--- config.mk ---
export PLATFORM = sky130hd
export DESIGN_NAME = multi_axis_dda_step_generator
export DESIGN_NICKNAME = d
export VERILOG_FILES = /design/src/sv/mads_pkg.sv /design/src/sv/multi_axis_dda_step_generator.sv /design/src/sv/mads_axis.sv
export SDC_FILE = /design/constraint.sdc
export NUM_CORES = 2
export LEC_CHECK = 0
export BUFFER_PORTS_ARGS = -buffer_cell sky130_fd_sc_hd__buf_2
export CORE_MARGIN = 8
export CORE_UTILIZATION = 38
export DETAILED_ROUTE_END_ITERATION = 12
export PLACE_DENSITY = 0.59
export SLEW_MARGIN = 20
export SYNTH_ARGS = -nofsm -noshare
export SYNTH_HDL_FRONTEND = slang
export SYNTH_SLANG_ARGS = --single-unit
--- constraint.sdc ---
create_clock -name clk -period 7.2 [get_ports clk]
set_input_delay 0 -clock clk [delete_from_list [all_inputs] [get_ports clk]]
set_output_delay 0 -clock clk [all_outputs]
set_load 0.01 [all_outputs]
--- src/sv/mads_pkg.sv ---
// ----------------------------------------------------------------------------
// mads_pkg
// Types and constants shared by the step generator and its axis lanes.
// ----------------------------------------------------------------------------
`default_nettype none

package mads_pkg;

    // request command codes
    typedef enum logic [2:0] {
        CMD_SET_POS     = 3'd0,
        CMD_LOAD_TARGET = 3'd1,
        CMD_START_MOVE  = 3'd2,
        CMD_TICK        = 3'd3,
        CMD_START_HOME  = 3'd4,
        CMD_ABORT       = 3'd5
    } cmd_t;

    // per-lane operation for the current cycle
    typedef enum logic [2:0] {
        OP_HOLD,
        OP_SET_POS,
        OP_LOAD,
        OP_START_MOVE,
        OP_START_HOME,
        OP_MOVE_STEP,
        OP_HOME_STEP
    } lane_op_t;

    typedef struct packed {
        lane_op_t op;
        logic     home_sel;
    } lane_ctl_t;

    typedef struct packed {
        logic        step;
        logic        dir_nx;
        logic [31:0] pos_nx;
    } lane_stat_t;

    localparam int          OUT_AXES      = 5;   // axes visible on the mask outputs
    localparam int          HOMED_AXES    = 3;   // axes with endstops
    localparam logic [15:0] HOME_FAST_US  = 16'd50;
    localparam logic [15:0] HOME_MID_US   = 16'd100;
    localparam logic [31:0] HOME_INTERVALS = 32'h7FFF_FFFF;

endpackage

`default_nettype wire

--- src/sv/multi_axis_dda_step_generator.sv ---
// Each request waits in the request register; its results are registered.
// Throughput: one result per cycle unless the output stalls; a tick gives
// one result per sub-step (1 to 4), every other command one result, all
// axis lanes updating at once. A new request is taken in the cycle its
// predecessor issues its last result. Reset clears all axis state and
// flags, directions positive, homing multiplier one; no clearing pass.
// ----------------------------------------------------------------------------
// multi_axis_dda_step_generator
// Bresenham step generator: request register, per-axis lanes, move and
// homing sequencing, result register.
// ----------------------------------------------------------------------------
`default_nettype none

module multi_axis_dda_step_generator #(
    parameter int AXES = 5
) (
    input  logic               clk,
    input  logic               rst_n,
    // configuration
    input  logic               cfg_valid,
    output logic               cfg_ready,
    input  logic [4:0]         cfg_data,
    // requests
    input  logic               in_valid,
    output logic               in_ready,
    input  logic [2:0]         cmd,
    input  logic [2:0]         axis,
    input  logic signed [31:0] axis_value,
    input  logic [30:0]        step_events,
    input  logic [2:0]         step_multiplier,
    input  logic [2:0]         min_endstop_hit,
    input  logic [2:0]         max_endstop_hit,
    input  logic               home_toward_max,
    input  logic [2:0]         home_axes,
    input  logic [15:0]        home_step_us,
    // results
    output logic               out_valid,
    input  logic               out_ready,
    output logic [4:0]         step_mask,
    output logic [4:0]         dir_mask,
    output logic               moving,
    output logic               homing_active,
    output logic               move_done,
    output logic signed [31:0] axis_position,
    output logic [16:0]        timer_period,
    output logic               last
);
    import mads_pkg::*;

    localparam int AXIS_W = $clog2(AXES);

    // configuration register
    logic [4:0] inv_reg;

    // request register
    logic        item_vld_reg;
    logic [2:0]  cmd_reg;
    logic [2:0]  axis_reg;
    logic [31:0] value_reg;
    logic [30:0] events_reg;
    logic [2:0]  smult_reg;
    logic [2:0]  min_reg;
    logic [2:0]  max_reg;
    logic        toward_max_reg;
    logic [2:0]  hmask_reg;
    logic [15:0] us_reg;
    logic [1:0]  sub_reg, sub_next;

    // global move state
    logic [30:0] intervals_reg, intervals_next;
    logic [31:0] left_reg,      left_next;
    logic        run_reg,       run_next;
    logic        home_reg,      home_next;
    logic [2:0]  hmult_reg,     hmult_next;
    logic [16:0] period_reg,    period_next;

    // result register
    logic        out_vld_reg;
    logic [4:0]  step_mask_reg;
    logic [4:0]  dir_mask_reg;
    logic        moving_reg;
    logic        homing_reg;
    logic        done_reg;
    logic [31:0] pos_out_reg;
    logic [16:0] period_out_reg;
    logic        last_reg;

    logic        take_in;
    logic        fire;
    logic        is_tick;
    logic        move_tick;
    logic        home_tick;
    logic [2:0]  sub_n;
    logic [2:0]  sub_cnt;
    logic [31:0] left_sub;
    logic        move_end;
    logic        move_last;
    logic        home_any;
    logic        home_last;
    logic        res_last;
    logic [31:0] err_start;
    logic        axis_ok;
    logic [31:0] pos_sel;
    logic [4:0]  step_all;
    logic [4:0]  dir_all;

    lane_ctl_t   ctl   [AXES];
    lane_stat_t  stat  [AXES];

    // configuration write
    assign cfg_ready = 1'b1;

    always_ff @(posedge clk or negedge rst_n)
    begin
        if (!rst_n)
        begin
            inv_reg <= '0;
        end
        else if (cfg_valid)
        begin
            inv_reg <= cfg_data;
        end
    end

    // handshake
    assign fire     = item_vld_reg && (!out_vld_reg || out_ready);
    assign in_ready = !item_vld_reg || (fire && res_last);
    assign take_in  = in_valid && in_ready;

    // request decode
    assign is_tick   = (cmd_reg == CMD_TICK);
    assign move_tick = is_tick && run_reg;
    assign home_tick = is_tick && !run_reg && home_reg;

    // sub-steps per moving tick
    always_comb
    begin
        if (smult_reg == 3'd0)
        begin
            sub_n = 3'd1;
        end
        else if (smult_reg > 3'd4)
        begin
            sub_n = 3'd4;
        end
        else
        begin
            sub_n = smult_reg;
        end
    end

    assign sub_cnt   = {1'b0, sub_reg} + 3'd1;
    assign left_sub  = left_reg - {29'd0, sub_n};
    assign move_end  = (left_sub == 32'd0) || left_sub[31];
    assign move_last = (sub_cnt == sub_n);
    assign home_last = !home_any || (sub_cnt == hmult_reg);

    always_comb
    begin
        if (move_tick)
        begin
            res_last = move_last;
        end
        else if (home_tick)
        begin
            res_last = home_last;
        end
        else
        begin
            res_last = 1'b1;
        end
    end

    assign err_start = 32'd0 - {2'd0, events_reg[30:1]};

    // axis lanes
    for (genvar i = 0; i < AXES; i++)
    begin : g_lane
        logic lane_min;
        logic lane_max;
        logic lane_sel;
        logic lane_homed;

        if (i < HOMED_AXES)
        begin : g_homed
            assign lane_min   = min_reg[i];
            assign lane_max   = max_reg[i];
            assign lane_sel   = hmask_reg[i];
            assign lane_homed = 1'b1;
        end
        else
        begin : g_free
            assign lane_min   = 1'b0;
            assign lane_max   = 1'b0;
            assign lane_sel   = 1'b0;
            assign lane_homed = 1'b0;
        end

        // lane operation for this cycle
        always_comb
        begin
            ctl[i].op       = OP_HOLD;
            ctl[i].home_sel = lane_sel;
            if (fire)
            begin
                unique case (cmd_t'(cmd_reg))
                    CMD_SET_POS:
                    begin
                        if (axis_reg == 3'(i))
                        begin
                            ctl[i].op = OP_SET_POS;
                        end
                    end
                    CMD_LOAD_TARGET:
                    begin
                        if (axis_reg == 3'(i))
                        begin
                            ctl[i].op = OP_LOAD;
                        end
                    end
                    CMD_START_MOVE:
                    begin
                        ctl[i].op = OP_START_MOVE;
                    end
                    CMD_TICK:
                    begin
                        if (run_reg)
                        begin
                            ctl[i].op = OP_MOVE_STEP;
                        end
                        else if (home_reg && lane_homed)
                        begin
                            ctl[i].op = OP_HOME_STEP;
                        end
                    end
                    CMD_START_HOME:
                    begin
                        ctl[i].op = OP_START_HOME;
                    end
                    default:
                    begin
                    end
                endcase
            end
        end

        mads_axis u_axis (
            .clk       (clk),
            .rst_n     (rst_n),
            .ctl       (ctl[i]),
            .value     (value_reg),
            .intervals (intervals_reg),
            .err_start (err_start),
            .min_hit   (lane_min),
            .max_hit   (lane_max),
            .home_dir  (toward_max_reg),
            .stat      (stat[i])
        );
    end

    // homing continues while any homed axis stepped
    always_comb
    begin
        home_any = 1'b0;
        for (int j = 0; j < HOMED_AXES; j++)
        begin
            home_any = home_any | stat[j].step;
        end
    end

    // mask outputs carry the first five axes
    for (genvar b = 0; b < OUT_AXES; b++)
    begin : g_mask
        if (b < AXES)
        begin : g_on
            assign step_all[b] = stat[b].step;
            assign dir_all[b]  = stat[b].dir_nx;
        end
        else
        begin : g_off
            assign step_all[b] = 1'b0;
            assign dir_all[b]  = 1'b0;
        end
    end

    // position readback after this result
    assign axis_ok = (32'(axis_reg) < AXES);
    assign pos_sel = axis_ok ? stat[axis_reg[AXIS_W-1:0]].pos_nx : 32'd0;

    // global state next values
    always_comb
    begin
        intervals_next = intervals_reg;
        left_next      = left_reg;
        run_next       = run_reg;
        home_next      = home_reg;
        hmult_next     = hmult_reg;
        period_next    = period_reg;
        if (fire)
        begin
            unique case (cmd_t'(cmd_reg))
                CMD_START_MOVE:
                begin
                    intervals_next = events_reg;
                    left_next      = {1'b0, events_reg};
                    run_next       = 1'b1;
                end
                CMD_TICK:
                begin
                    if (move_tick)
                    begin
                        if (move_last)
                        begin
                            left_next = left_sub;
                            if (move_end)
                            begin
                                run_next = 1'b0;
                            end
                        end
                    end
                    else if (home_tick)
                    begin
                        home_next = home_any;
                    end
                end
                CMD_START_HOME:
                begin
                    intervals_next = 31'd1;
                    left_next      = HOME_INTERVALS;
                    home_next      = 1'b1;
                    if (us_reg < HOME_FAST_US)
                    begin
                        hmult_next  = 3'd4;
                        period_next = {2'd0, us_reg[15:1]};
                    end
                    else if (us_reg < HOME_MID_US)
                    begin
                        hmult_next  = 3'd2;
                        period_next = {1'b0, us_reg};
                    end
                    else
                    begin
                        hmult_next  = 3'd1;
                        period_next = {us_reg, 1'b0};
                    end
                end
                CMD_ABORT:
                begin
                    run_next    = 1'b0;
                    home_next   = 1'b0;
                    hmult_next  = 3'd1;
                    period_next = '0;
                end
                default:
                begin
                end
            endcase
        end
    end

    // sub-step counter
    always_comb
    begin
        sub_next = sub_reg;
        if (fire)
        begin
            sub_next = res_last ? 2'd0 : sub_cnt[1:0];
        end
    end

    // control registers
    always_ff @(posedge clk or negedge rst_n)
    begin
        if (!rst_n)
        begin
            item_vld_reg  <= 1'b0;
            sub_reg       <= '0;
            intervals_reg <= '0;
            left_reg      <= '0;
            run_reg       <= 1'b0;
            home_reg      <= 1'b0;
            hmult_reg     <= 3'd1;
            period_reg    <= '0;
            out_vld_reg   <= 1'b0;
        end
        else
        begin
            if (take_in)
            begin
                item_vld_reg <= 1'b1;
            end
            else if (fire && res_last)
            begin
                item_vld_reg <= 1'b0;
            end
            sub_reg       <= sub_next;
            intervals_reg <= intervals_next;
            left_reg      <= left_next;
            run_reg       <= run_next;
            home_reg      <= home_next;
            hmult_reg     <= hmult_next;
            period_reg    <= period_next;
            if (fire)
            begin
                out_vld_reg <= 1'b1;
            end
            else if (out_ready)
            begin
                out_vld_reg <= 1'b0;
            end
        end
    end

    // request payload
    always_ff @(posedge clk)
    begin
        if (take_in)
        begin
            cmd_reg        <= cmd;
            axis_reg       <= axis;
            value_reg      <= axis_value;
            events_reg     <= step_events;
            smult_reg      <= step_multiplier;
            min_reg        <= min_endstop_hit;
            max_reg        <= max_endstop_hit;
            toward_max_reg <= home_toward_max;
            hmask_reg      <= home_axes;
            us_reg         <= home_step_us;
        end
    end

    // result payload
    always_ff @(posedge clk)
    begin
        if (fire)
        begin
            step_mask_reg  <= step_all;
            dir_mask_reg   <= dir_all ^ inv_reg;
            moving_reg     <= run_next;
            homing_reg     <= home_next;
            done_reg       <= move_tick && move_last && move_end;
            pos_out_reg    <= pos_sel;
            period_out_reg <= period_next;
            last_reg       <= res_last;
        end
    end

    assign out_valid     = out_vld_reg;
    assign step_mask     = step_mask_reg;
    assign dir_mask      = dir_mask_reg;
    assign moving        = moving_reg;
    assign homing_active = homing_reg;
    assign move_done     = done_reg;
    assign axis_position = pos_out_reg;
    assign timer_period  = period_out_reg;
    assign last          = last_reg;

endmodule

`default_nettype wire

--- src/sv/mads_axis.sv ---
// ----------------------------------------------------------------------------
// mads_axis
// One axis lane: position, error counter, absolute delta and direction,
// with the Bresenham update for a single sub-step.
// ----------------------------------------------------------------------------
`default_nettype none

module mads_axis (
    input  logic                   clk,
    input  logic                   rst_n,
    input  mads_pkg::lane_ctl_t    ctl,
    input  logic [31:0]            value,
    input  logic [30:0]            intervals,
    input  logic [31:0]            err_start,
    input  logic                   min_hit,
    input  logic                   max_hit,
    input  logic                   home_dir,
    output mads_pkg::lane_stat_t   stat
);
    import mads_pkg::*;

    logic [31:0] pos_reg,   pos_next;
    logic [31:0] err_reg,   err_next;
    logic [31:0] delta_reg, delta_next;
    logic        dir_reg,   dir_next;

    logic        hit;
    logic        delta_nz;
    logic [31:0] err_sum;
    logic [31:0] err_sub;
    logic        fits;
    logic [31:0] err_adv;
    logic [31:0] pos_inc;
    logic [31:0] diff;
    logic [31:0] diff_abs;
    logic        step;

    // endstop in the direction of travel
    assign hit      = dir_reg ? max_hit : min_hit;
    assign delta_nz = |delta_reg;

    // error update: add and add-minus-interval side by side
    assign err_sum  = err_reg + delta_reg;
    assign err_sub  = err_reg + delta_reg - {1'b0, intervals};
    assign fits     = ~err_sum[31];
    assign err_adv  = fits ? err_sub : err_sum;

    assign pos_inc  = dir_reg ? (pos_reg + 32'd1) : (pos_reg - 32'd1);
    assign diff     = value - pos_reg;
    assign diff_abs = diff[31] ? (32'd0 - diff) : diff;

    // next state
    always_comb
    begin
        pos_next   = pos_reg;
        err_next   = err_reg;
        delta_next = delta_reg;
        dir_next   = dir_reg;
        step       = 1'b0;
        unique case (ctl.op)
            OP_HOLD:
            begin
            end
            OP_SET_POS:
            begin
                pos_next = value;
            end
            OP_LOAD:
            begin
                delta_next = diff_abs;
                if (diff != 32'd0)
                begin
                    dir_next = ~diff[31];
                end
            end
            OP_START_MOVE:
            begin
                err_next = err_start;
            end
            OP_START_HOME:
            begin
                err_next   = '1;
                delta_next = {31'd0, ctl.home_sel};
                if (ctl.home_sel)
                begin
                    dir_next = home_dir;
                end
            end
            OP_MOVE_STEP:
            begin
                if (delta_nz && !hit)
                begin
                    err_next = err_adv;
                    if (fits)
                    begin
                        step     = 1'b1;
                        pos_next = pos_inc;
                    end
                end
            end
            OP_HOME_STEP:
            begin
                // counter advances even when the switch holds the axis
                if (delta_nz)
                begin
                    err_next = err_adv;
                    if (fits && !hit)
                    begin
                        step     = 1'b1;
                        pos_next = pos_inc;
                    end
                end
            end
            default:
            begin
            end
        endcase
    end

    always_ff @(posedge clk or negedge rst_n)
    begin
        if (!rst_n)
        begin
            pos_reg   <= '0;
            err_reg   <= '0;
            delta_reg <= '0;
            dir_reg   <= 1'b1;
        end
        else
        begin
            pos_reg   <= pos_next;
            err_reg   <= err_next;
            delta_reg <= delta_next;
            dir_reg   <= dir_next;
        end
    end

    assign stat.step   = step;
    assign stat.dir_nx = dir_next;
    assign stat.pos_nx = pos_next;

endmodule

`default_nettype wire

==> results.sh <==
export IMPL_run_status="finished, final reports clean"
export IMPL_grt_overflow=0
export IMPL_p_leak_nw=34.1
export IMPL_cts_sinks=740
export IMPL_max_freq_mhz=176
export IMPL_grt_pass1_vias=65500
export IMPL_ir_drop_mv=0.277
export IMPL_drt_iter0_drc=7077
export IMPL_cts_hold_buf=210
export IMPL_postCtsSetupRepairBufs=0
export IMPL_grt_total_usage=0.288
export IMPL_ys_ff_latch=740
export IMPL_fin_total_pwr_mw=45.7
export IMPL_final_setup_tns_ns=0
export IMPL_wl_microns=299000
export IMPL_yosys_cell_types_count=118
export IMPL_critPathArrivalTime_ns=6.32
export IMPL_final_util=0.433
export IMPL_syn_inst=8544
export IMPL_worstSetupStartpointType="register"
export IMPL_fin_cells=11400
export IMPL_synth_top_cells_by_area="dfrtp_1 21%, ha_1 11%, edfxtp_1 6.9%, a21oi_1 5.4%, xnor2_1 5.2%"
export IMPL_ff_latch_area_sq_um=19300
export IMPL_cts_inserted_buffers=95
export IMPL_antenna_found_initial=13
export IMPL_start_util=0.382
export IMPL_portBuffers=172
export IMPL_synth_top_area_share=0.205
export IMPL_root_buffer="clkbuf_16"
export IMPL_synth_avg_cell_area_sq_um=8.18
export IMPL_finalNetCount=9587
export IMPL_die_h_microns=445
export IMPL_r2r_end="g_lane[1].u_axis.err_reg[28]"
export IMPL_pre_cts_ws_ns=1.64
export IMPL_ys_flop_type="dfrtp_1"
export IMPL_relSlewSlack=0.183
export IMPL_setup_violations=0
export IMPL_coreArea_sq_um=183000
export IMPL_cp_required_ns=7.85
export IMPL_row_count=157
export IMPL_synth_top_area_cell="dfrtp_1"
export IMPL_num_fill_cells=18300
export IMPL_rsz0062_at_grt="false"
export IMPL_hpwl_microns=230000
export IMPL_die_w_microns=445
export IMPL_rr_startpoint="g_lane[1].u_axis.delta_reg[0]"
export IMPL_finalCritPeriodShare=0.788
export IMPL_syn_nets=9299
export IMPL_dp_cells=11000
export IMPL_synth_seq_area_share=0.277
export IMPL_htree_levels=3
export IMPL_routedWlPerCell_microns=26.3
export IMPL_multi_input_area_sq_um=47800
export IMPL_firstDrtPassIters=8
export IMPL_grt_first_pass_wirelength_microns=435000
export IMPL_yosysMostFrequentCell="a21oi_1"
export IMPL_vias_per_cell=6.11
export IMPL_worstPathMaxFanout=4
export IMPL_path_class="register to register"
export IMPL_clk_latency_ns=0.79
export IMPL_reg2reg_depth=21
export IMPL_die_area_sq_um=198000
export IMPL_fin_crit_ns=5.68
export IMPL_drv_slew=0
export IMPL_hold_viol=0
export IMPL_clk_pin_slew_ns=0.06
export IMPL_powerDensity_nw_per_um2=577
export IMPL_areaGrowthSynthToFinish_pct=13.3
export IMPL_setup_worst_path_start="g_lane[1].u_axis.delta_reg[0]"
export IMPL_critPathCaptureType="register"
export IMPL_postRouteAntennaNets=0
export IMPL_async_flop_share=0.782
export IMPL_synth_commonest_cells="750 x a21oi_1, 731 x nand2_1, 630 x nor2_1, 626 x ha_1, 581 x o21ai_0"
export IMPL_gp_congestion=0.978
export IMPL_synth_cell_area_sq_um=69900
export IMPL_clock_skew_ns=0.0564
export IMPL_cts_resized=0
export IMPL_min_path_type="input pin to async pin"
export IMPL_cts_buffer_depth=3
export IMPL_drc_errors=0
export IMPL_vias=69600
export IMPL_drv_cap=0
export IMPL_ys_warn_count=0
export IMPL_pin_count=174
export IMPL_synth_edf_count=161
export IMPL_worst_slack_ns=1.52
export IMPL_layout_drive_gt1_share=0.0723
export IMPL_reg2reg_slack_ns=1.52
export IMPL_tritoncts="done"
export IMPL_grt_max_degree=133
export IMPL_tightestPinTransition_ns=1.23
cell type report:
class,instances,area share
antenna,5,0.000158
clock buffer,124,0.0332
timing repair buffer,524,0.0518
inverter,426,0.0202
sequential,740,0.244
multi-input combinational,7045,0.604
tap,2464,0.0389
clock inverter,51,0.00749
per-stage QoR:
stage / cell area [sq um] / hold slack (ns)
global placement: 73800 / 0.107
detailed placement: 73800 / 0.104
floorplan: 69900 / -0.296
CTS: 79100 / 0.00239
global route: 79200 / 0.0335
finish: 79200 / 0.0182
worst max path at each step:
stage / endpoint / cells past startpoint
after floorplan: axis_reg[0] / 14
after global placement: g_lane[0].u_axis.err_reg[25] / 23
after detailed placement: dir_mask[0] / 15
after CTS: dir_mask[0] / 15
after global routing: g_lane[0].u_axis.err_reg[25] / 22
final: g_lane[1].u_axis.err_reg[28] / 21
per-layer routing:
layer / vias up / wire (microns) / global-route usage
met5: - / 24 / 0
met4: 4 / 22100 / 0.178
met3: 715 / 24000 / 0.0488
met2: 3032 / 126000 / 0.431
met1: 33500 / 127000 / 0.388
li1: 32400 / - / -
cells by family (layout without fill, tap and decap cells):
| logic type | after synthesis | after routing | synth area share |
|---|---|---|---|
| buffers and inverters | 759 | 1125 | 0.0415 |
| AND/OR/NAND/NOR | 2606 | 2606 | 0.184 |
| multiplexers | 81 | 81 | 0.0122 |
| AO/OA/AOI/OAI | 3034 | 3034 | 0.283 |
| flip-flops | 740 | 740 | 0.277 |
| other | 1 | 6 | 0.0000537 |
| adder cells (fa/ha/maj) | 647 | 647 | 0.118 |
| XOR/XNOR | 676 | 676 | 0.0847 |
cell usage in the layout (no fill, tap or decap), types with 132 or more instances in the layout:
cell type      count
buf_4            138
edfxtp_1         161
nor3_1           156
dlygate4sd3_1    209
nand3_1          268
a31oi_1          132
xor2_1           261
o21ai_0          581
inv_1            420
dfrtp_1          573
nand2_1          727
a21oi_1          746
o21ai_1          161
ha_1             626
nor2_1           622
a21o_1           297
xnor2_1          411
buf_2            171
worst max-delay path, cell delays in order, from the launching register on:
cell       delay (ns)
dfrtp_1          0.39
ha_1             0.21
inv_1            0.07
fa_1             0.41
nor2b_1          0.13
o21ai_0          0.10
a21boi_0         0.32
o31a_1           0.25
o21ai_0          0.24
a21oi_1          0.28
a21o_1           0.19
nor4_1           0.06
a211oi_1         0.33
ha_1             0.34
and4_1           0.26
and3_1           0.21
a2111oi_0        0.68
or2_2            0.27
nor3_1           0.05
a311oi_1         0.33
a311oi_1         0.15
a221o_1          0.29
power by group:
part	total (mW)	leakage (nW)	switching [mW]	internal, mW
sequential	6.91	8.70	1.35	5.56
clock	5.09	1.55	2.21	2.88
combinational	33.7	23.8	20.6	13.1
Power figures use the tool's default switching activity.
